`src/rtl/core/fbpa_pkg.sv`:
```
// Shared types and constants for the fixed block pool allocator.
// No dependencies; imported by every module of the block.
package fbpa_pkg;

	// Widths fixed by the request and result fields
	localparam int unsigned IDX_W    = 6;
	localparam int unsigned CNT_W    = 7;
	localparam int unsigned POOL_MAX = 64;

	typedef logic [IDX_W-1:0] idx_t;
	typedef logic [CNT_W-1:0] cnt_t;

	typedef enum logic {
		OP_ALLOC = 1'b0,
		OP_FREE  = 1'b1
	} op_t;

	typedef enum logic [1:0] {
		ST_OK       = 2'd0,
		ST_EMPTY    = 2'd1,
		ST_RANGE    = 2'd2,
		ST_NOT_HELD = 2'd3
	} status_t;

	// Shift control broadcast along the free-list chain
	typedef struct packed {
		logic push;
		logic pop;
	} stk_ctl_t;

endpackage

```
`src/rtl/core/fbpa_cell.sv`:
```
// One slot of the free-list chain: holds one freed index.
// Depends on fbpa_pkg for the index and control types.
module fbpa_cell
	import fbpa_pkg::*;
(
	input  logic     clk,
	input  stk_ctl_t ctl,
	input  idx_t     from_above,
	input  idx_t     from_below,
	output idx_t     value
);

	idx_t value_q;

	// Shift down on push, up on pop, otherwise hold
	always_ff @(posedge clk) begin
		if (ctl.push) begin
			value_q <= from_above;
		end else if (ctl.pop) begin
			value_q <= from_below;
		end
	end

	assign value = value_q;

endmodule

```
`src/rtl/core/fbpa_stack.sv`:
```
// LIFO of freed indexes built as a row of shifting cells; top sits in cell 0.
// Depends on fbpa_pkg and fbpa_cell.
module fbpa_stack
	import fbpa_pkg::*;
#(
	parameter int unsigned DEPTH = 64
) (
	input  logic     clk,
	input  stk_ctl_t ctl,
	input  idx_t     push_data,
	output idx_t     top
);

	idx_t cell_val [DEPTH];

	// Wire each cell to its neighbours; the ends take the new index and zero
	for (genvar i = 0; i < DEPTH; i++) begin : g_cell
		idx_t above;
		idx_t below;

		if (i == 0) begin : g_first
			assign above = push_data;
		end else begin : g_mid_a
			assign above = cell_val[i-1];
		end

		if (i == DEPTH - 1) begin : g_last
			assign below = '0;
		end else begin : g_mid_b
			assign below = cell_val[i+1];
		end

		fbpa_cell u_cell (
			.clk        (clk),
			.ctl        (ctl),
			.from_above (above),
			.from_below (below),
			.value      (cell_val[i])
		);
	end

	assign top = cell_val[0];

endmodule

```
`src/rtl/core/fixed_block_pool_allocator.sv`:
```
// Top level of the fixed block pool allocator: request decode, counters,
// allocated map and result register. Depends on fbpa_pkg and fbpa_stack.
//
//  channel  | handshake            | payload
//  ---------+----------------------+----------------------------------
//  request  | in_valid / in_ready  | op, entry_index
//  result   | out_valid / out_ready| granted_index, status, in_use
//  config   | cfg_we               | cfg_wdata (pool size)
//
// Each request is decided in the cycle it is accepted and its result is
// registered, so one request per cycle is sustained while out_ready is high.
// The freed list shifts one slot along the cell chain on each push or pop.
// A new request is taken whenever the result register is empty or being read.
// Reset (and any pool size write) empties the freed list and clears the map
// at once; there is no start-up pass.
module fixed_block_pool_allocator
	import fbpa_pkg::*;
#(
	parameter int unsigned MAX_ENTRIES = 64
) (
	input  logic                 clk,
	input  logic                 arst_n,
	input  logic                 in_valid,
	output logic                 in_ready,
	input  logic                 op,
	input  logic [IDX_W-1:0]     entry_index,
	output logic                 out_valid,
	input  logic                 out_ready,
	output logic [IDX_W-1:0]     granted_index,
	output logic [1:0]           status,
	output logic [CNT_W-1:0]     in_use,
	input  logic                 cfg_we,
	input  logic [CNT_W-1:0]     cfg_wdata
);

	localparam int unsigned DEPTH = (MAX_ENTRIES < POOL_MAX) ? MAX_ENTRIES : POOL_MAX;
	localparam int unsigned MAP_W = $clog2(DEPTH);

	cnt_t             pool_entries_q;
	cnt_t             fresh_q;
	cnt_t             in_use_q;
	logic [DEPTH-1:0] alloc_map_q;

	logic             out_valid_q;
	idx_t             granted_q;
	status_t          status_q;
	cnt_t             in_use_out_q;

	logic             accept;
	cnt_t             pool_n;
	logic             list_empty;
	idx_t             top;
	stk_ctl_t         ctl;
	idx_t             granted_d;
	status_t          status_d;
	cnt_t             fresh_d;
	cnt_t             in_use_d;
	logic             map_set;
	logic             map_clr;
	logic [MAP_W-1:0] map_idx;
	logic [MAP_W-1:0] req_idx;

	assign in_ready = !out_valid_q || out_ready;
	assign accept   = in_valid && in_ready;

	// Clamp the pool size to 1..64 and to the storage depth
	always_comb begin
		if (pool_entries_q == '0) begin
			pool_n = cnt_t'(1);
		end else if (pool_entries_q > cnt_t'(DEPTH)) begin
			pool_n = cnt_t'(DEPTH);
		end else begin
			pool_n = pool_entries_q;
		end
	end

	// Freed-list length is fresh minus in use
	assign list_empty = (fresh_q == in_use_q);
	assign req_idx    = entry_index[MAP_W-1:0];

	// Decide the request and the state updates
	always_comb begin
		ctl       = '0;
		granted_d = '0;
		status_d  = ST_OK;
		fresh_d   = fresh_q;
		in_use_d  = in_use_q;
		map_set   = 1'b0;
		map_clr   = 1'b0;
		map_idx   = req_idx;
		unique case (op_t'(op))
			OP_ALLOC: begin
				priority if (!list_empty) begin
					granted_d = top;
					ctl.pop   = accept;
					map_set   = 1'b1;
					map_idx   = top[MAP_W-1:0];
					in_use_d  = in_use_q + cnt_t'(1);
				end else if (fresh_q < pool_n) begin
					granted_d = fresh_q[IDX_W-1:0];
					map_set   = 1'b1;
					map_idx   = fresh_q[MAP_W-1:0];
					fresh_d   = fresh_q + cnt_t'(1);
					in_use_d  = in_use_q + cnt_t'(1);
				end else begin
					status_d = ST_EMPTY;
				end
			end
			OP_FREE: begin
				priority if (cnt_t'(entry_index) >= pool_n) begin
					status_d = ST_RANGE;
				end else if (!alloc_map_q[req_idx]) begin
					status_d = ST_NOT_HELD;
				end else begin
					ctl.push = accept;
					map_clr  = 1'b1;
					in_use_d = in_use_q - cnt_t'(1);
				end
			end
			default: begin
				status_d = ST_OK;
			end
		endcase
	end

	// Pool state: size register, counters, allocated map
	always_ff @(posedge clk or negedge arst_n) begin
		if (!arst_n) begin
			pool_entries_q <= cnt_t'(POOL_MAX);
			fresh_q        <= '0;
			in_use_q       <= '0;
			alloc_map_q    <= '0;
		end else if (cfg_we) begin
			pool_entries_q <= cfg_wdata;
			fresh_q        <= '0;
			in_use_q       <= '0;
			alloc_map_q    <= '0;
		end else if (accept) begin
			fresh_q  <= fresh_d;
			in_use_q <= in_use_d;
			if (map_set) begin
				alloc_map_q[map_idx] <= 1'b1;
			end else if (map_clr) begin
				alloc_map_q[map_idx] <= 1'b0;
			end
		end
	end

	fbpa_stack #(
		.DEPTH (DEPTH)
	) u_stack (
		.clk       (clk),
		.ctl       (ctl),
		.push_data (entry_index),
		.top       (top)
	);

	// Result register: load on accept, drop when taken
	always_ff @(posedge clk or negedge arst_n) begin
		if (!arst_n) begin
			out_valid_q <= 1'b0;
		end else if (accept) begin
			out_valid_q <= 1'b1;
		end else if (out_ready) begin
			out_valid_q <= 1'b0;
		end
	end

	always_ff @(posedge clk) begin
		if (accept) begin
			granted_q    <= granted_d;
			status_q     <= status_d;
			in_use_out_q <= in_use_d;
		end
	end

	assign out_valid     = out_valid_q;
	assign granted_index = granted_q;
	assign status        = status_q;
	assign in_use        = in_use_out_q;

endmodule

```
`config.mk`:
```
export PLATFORM = sky130hd
export DESIGN_NAME = fixed_block_pool_allocator
export DESIGN_NICKNAME = d
export VERILOG_FILES = /design/src/rtl/core/fbpa_pkg.sv /design/src/rtl/core/fbpa_cell.sv /design/src/rtl/core/fbpa_stack.sv /design/src/rtl/core/fixed_block_pool_allocator.sv
export SDC_FILE = /design/constraint.sdc
export NUM_CORES = 1
export LEC_CHECK = 0
export CAP_MARGIN = 20
export CORE_MARGIN = 8
export CORE_UTILIZATION = 45
export DETAILED_ROUTE_END_ITERATION = 8
export DONT_BUFFER_PORTS = 1
export PLACE_DENSITY_LB_ADDON = 0.05
export SYNTH_ARGS = -nofsm -noshare
export SYNTH_HDL_FRONTEND = slang
export SYNTH_SLANG_ARGS = --single-unit
export TNS_END_PERCENT = 100
```
`constraint.sdc`:
```
create_clock -name clk -period 38.6 [get_ports clk]
set_input_delay 5.79 -clock clk [delete_from_list [all_inputs] [get_ports clk]]
set_output_delay 5.79 -clock clk [all_outputs]
set_load 0.03 [all_outputs]
```
==> results.md <==
* Rows at 80
* Post-synth EDFFs at approximately 400
* Maximum VDD drop at 0.0370 mV
* Status: complete, no violations
* Core area at 0.0478 sq mm
* Syn Std Cell Area at 0.0218 sq mm
* Worst EP required at 32.81 ns
* Root buf cell: clkbuf_16
* WL/cell at ~19 microns
* Layout cells sized above 1 at a little over a third
* Fraction of registers with async set/reset at 17.7%
* Clock share of power at 39.1%
* Critical path peak fanout at 3
* Syn. warnings at 0
* Crit path time final at 11.90 ns
* Final Util at 50.0%
* Worst Path Buf+Inv at 0
* Number of global-route vias before repair at 11600
* Slowest CP cell: nand2b_1
* Drt drc at 0
* Dominant delay contributor by cell family on the critical path: simple AND/OR/NAND/NOR gates
* Psw at 291 uW
* Detail Placement HPWL at between 20000 and 25000 microns
* PwrDens at 51.0 mW/mm^2
* Cell taking the most area after synthesis: edfxtp_1
* Sequential power share at a little over half
* Library cells used by synthesis at 62
* Total GRT Usage at between 10% and 20%
* ANT cells at 0
* Clock Sinks at 485
* # fillers at 4089
* Die Ht at 236 microns
* Resize count post-CTS at 0
* Nets at 1374
* Final hold vios at 0
* Hold_buf cts at 0
* Switching Share at approximately a quarter
* Class of the worst hold path: reg -> reg
* RSZ-0062 raised after global routing: false
* F_max at 84.1 MHz
* First-pass DRT Iterations at 5
* Worst-case clock skew at about 0.024 ns
* Post-synthesis compound-gate area fraction at under 10%
* Worst slew pin tran at roughly 1.1 ns
* CTS tree: done
* Routed vias at 11300
* Final Cycle Share at 30.8%
* H-tree depth at 2
* Leading post-synthesis cells by cell area: edfxtp_1 55%, mux2_2 20%, dfrtp_1 9.7%
* CTS Buffer Depth at 3
* Rel. slew slack at between 20% and 30%
* Synth Flop Type: edfxtp_1
* Num CTS Buffers at 53
* Max Transition Viols Final at 0
* Grt total ovfl at 0
* Post-synthesis net count at 1405
* Post-Synth XOR/XNOR Area at 0.882%
* Initial Util at 45.6%
* RD Place Congestion at 0.802
* Worst setup SP type: input pin
* Simple-gate share of the synthesized area at slightly above 3%
* Synth Area in Adders at 0.859%
* Largest net degree at the start of global routing at ~170
* Multiplexer share of the synthesized area at 21.6%
* Io pins at 36
* Post-synth top area share at between 50% and 60%
* Crit Path Category: in -> out
* Die W at between 200 and 250 microns
* Combinational Power Share at 8.7%
* Setup Buffers After CTS at 0
* Setup TNS Final at 0 ns
* P_leak at 8.08 nW
* #FFs+latches synth at a little under 500
* Post-route ant nets at 0
* First-pass GRT wire length at 62500 microns
* CP Capture Type: primary output
* Worst-Skew Late Latency at 0.60 ns
* Register area share after synthesis at roughly two thirds
* Post-Syn Instances at about 1400
* Synth-to-layout area growth at 9.50%
* P_int at around 930 uW
* Die Footprint at 0.0558 sq mm
* Largest family of logic cells by synthesized area: multiplexers
* Max-Cap Viols at 0
* Initial antenna violation count at 0
* Vias per cell at ~5.7
* Synthesized area per cell at between 15 and 20 sq um
* Hold_ws at ~0.53 ns
* Input/output buffers at 0
* Final setup fails at 0
* Cells along the critical path: nand2b_1
* Arr. time, crit path at 6.11 ns
* DRT iter0 DRCs at 910
* Clock slew at reported path FFs at 0.06 ns
* Final wirelength at roughly 38000 microns
* Max incr delay on CP at 0.32 ns
==> stage by stage <==
step	area, sq um	total power [mW]	instances	setup WS (ns)
floorplan	21800	0.760	1371	4.00
detailed placement	22300	0.753	1899	26.70
CTS	23900	1.24	1997	26.70
global route	23900	1.27	1998	26.70
global placement	22300	0.750	1899	26.69
finish	23900	1.22	1998	26.70
==> state kept, by name, indices dropped and copies added, names as in the netlist <==
signal                       flops
pool_entries_q                   7
in_use_q                         7
fresh_q                          7
in_use                           7
out_valid                        1
u_stack.g_cell.u_cell.value    384
alloc_map_q                     64
status                           2
granted_index                    6
==> metal layers <==
metal	vias up	GRT usage, %	wire [microns]
met4	0	5.02	1030
li1	5342	-	-
met2	179	20.0	16900
met1	5737	19.1	18200
met3	73	2.52	1530
met5	-	0	0
==> kinds of logic after synthesis <==
family	after synthesis
compound gates	189
xor+xnor	22
fa+ha+maj	15
buf+inv	116
flops	485
mux	413
simple gates	131
==> path summary, 6_finish.rpt <==
| path | slack [ns] | start | endpoint | depth (start not counted) |
|---|---|---|---|---|
| min in group asynchronous | 4.90 | arst_n | alloc_map_q[56] | 0 |
| worst max-delay path | 26.70 | out_ready | in_ready | 1 |
| worst min-delay path | 0.53 | alloc_map_q[59] | alloc_map_q[59] | 2 |
| max in group asynchronous | 33.47 | arst_n | pool_entries_q[6] | 0 |
| worst max register to register | 32.07 | pool_entries_q[3] | u_stack.g_cell[32].u_cell.value[5] | 15 |
| worst min register to register | 0.53 | alloc_map_q[59] | alloc_map_q[59] | 2 |
==> cell usage after synthesis, types with 14 or more instances <==
| cell type | number |
|---|---|
| mux2i_1 | 19 |
| dfrtp_1 | 85 |
| clkbuf_1 | 38 |
| nand2_1 | 31 |
| o311ai_0 | 36 |
| nor2_1 | 20 |
| ha_1 | 15 |
| inv_1 | 16 |
| o31ai_1 | 22 |
| edfxtp_1 | 399 |
| o311ai_1 | 28 |
| buf_2 | 54 |
| mux2_2 | 385 |
| o21ai_0 | 19 |
| nand3_1 | 15 |
| o21ai_1 | 24 |
| a21oi_1 | 14 |
==> layout make-up <==
cell class	instances	area (sq um)	share of cell area (%)
clock buffer	73	1420	5.94
multi-input combinational	770	7200	30.1
timing repair buffer	14	125	0.523
clock inverter	25	205	0.858
tap	615	769	3.22
inverter	16	60.1	0.251
sequential	485	14100	59.1
==> layout by cell type (no fill, tap or decap), types with 13 or more instances in the layout <==
master and instances:
o311ai_0 36, o31ai_1 22, dfrtp_1 85, clkbuf_16 53
mux2i_1 19, inv_1 16, xnor2_1 13, o311ai_1 28
nor2_1 19, o21ai_0 19, ha_1 15, edfxtp_1 399
clkbuf_1 18, a21oi_1 14, o21ai_1 24, nand2_1 31
nand3_1 15, mux2_2 385
==> power by group through the flow <==
| stage | combinational (mW) | clock, mW | sequential (mW) |
|---|---|---|---|
| 2_1_floorplan | 0.0884 | 0 | 0.671 |
| 3_3_place_gp | 0.103 | 0 | 0.647 |
| 3_5_place_dp | 0.106 | 0 | 0.647 |
| 4_1_cts | 0.107 | 0.497 | 0.637 |
| 5_1_grt | 0.117 | 0.514 | 0.640 |
| 6_report | 0.106 | 0.477 | 0.636 |
No activity file was read; power rests on OpenSTA's default activity.
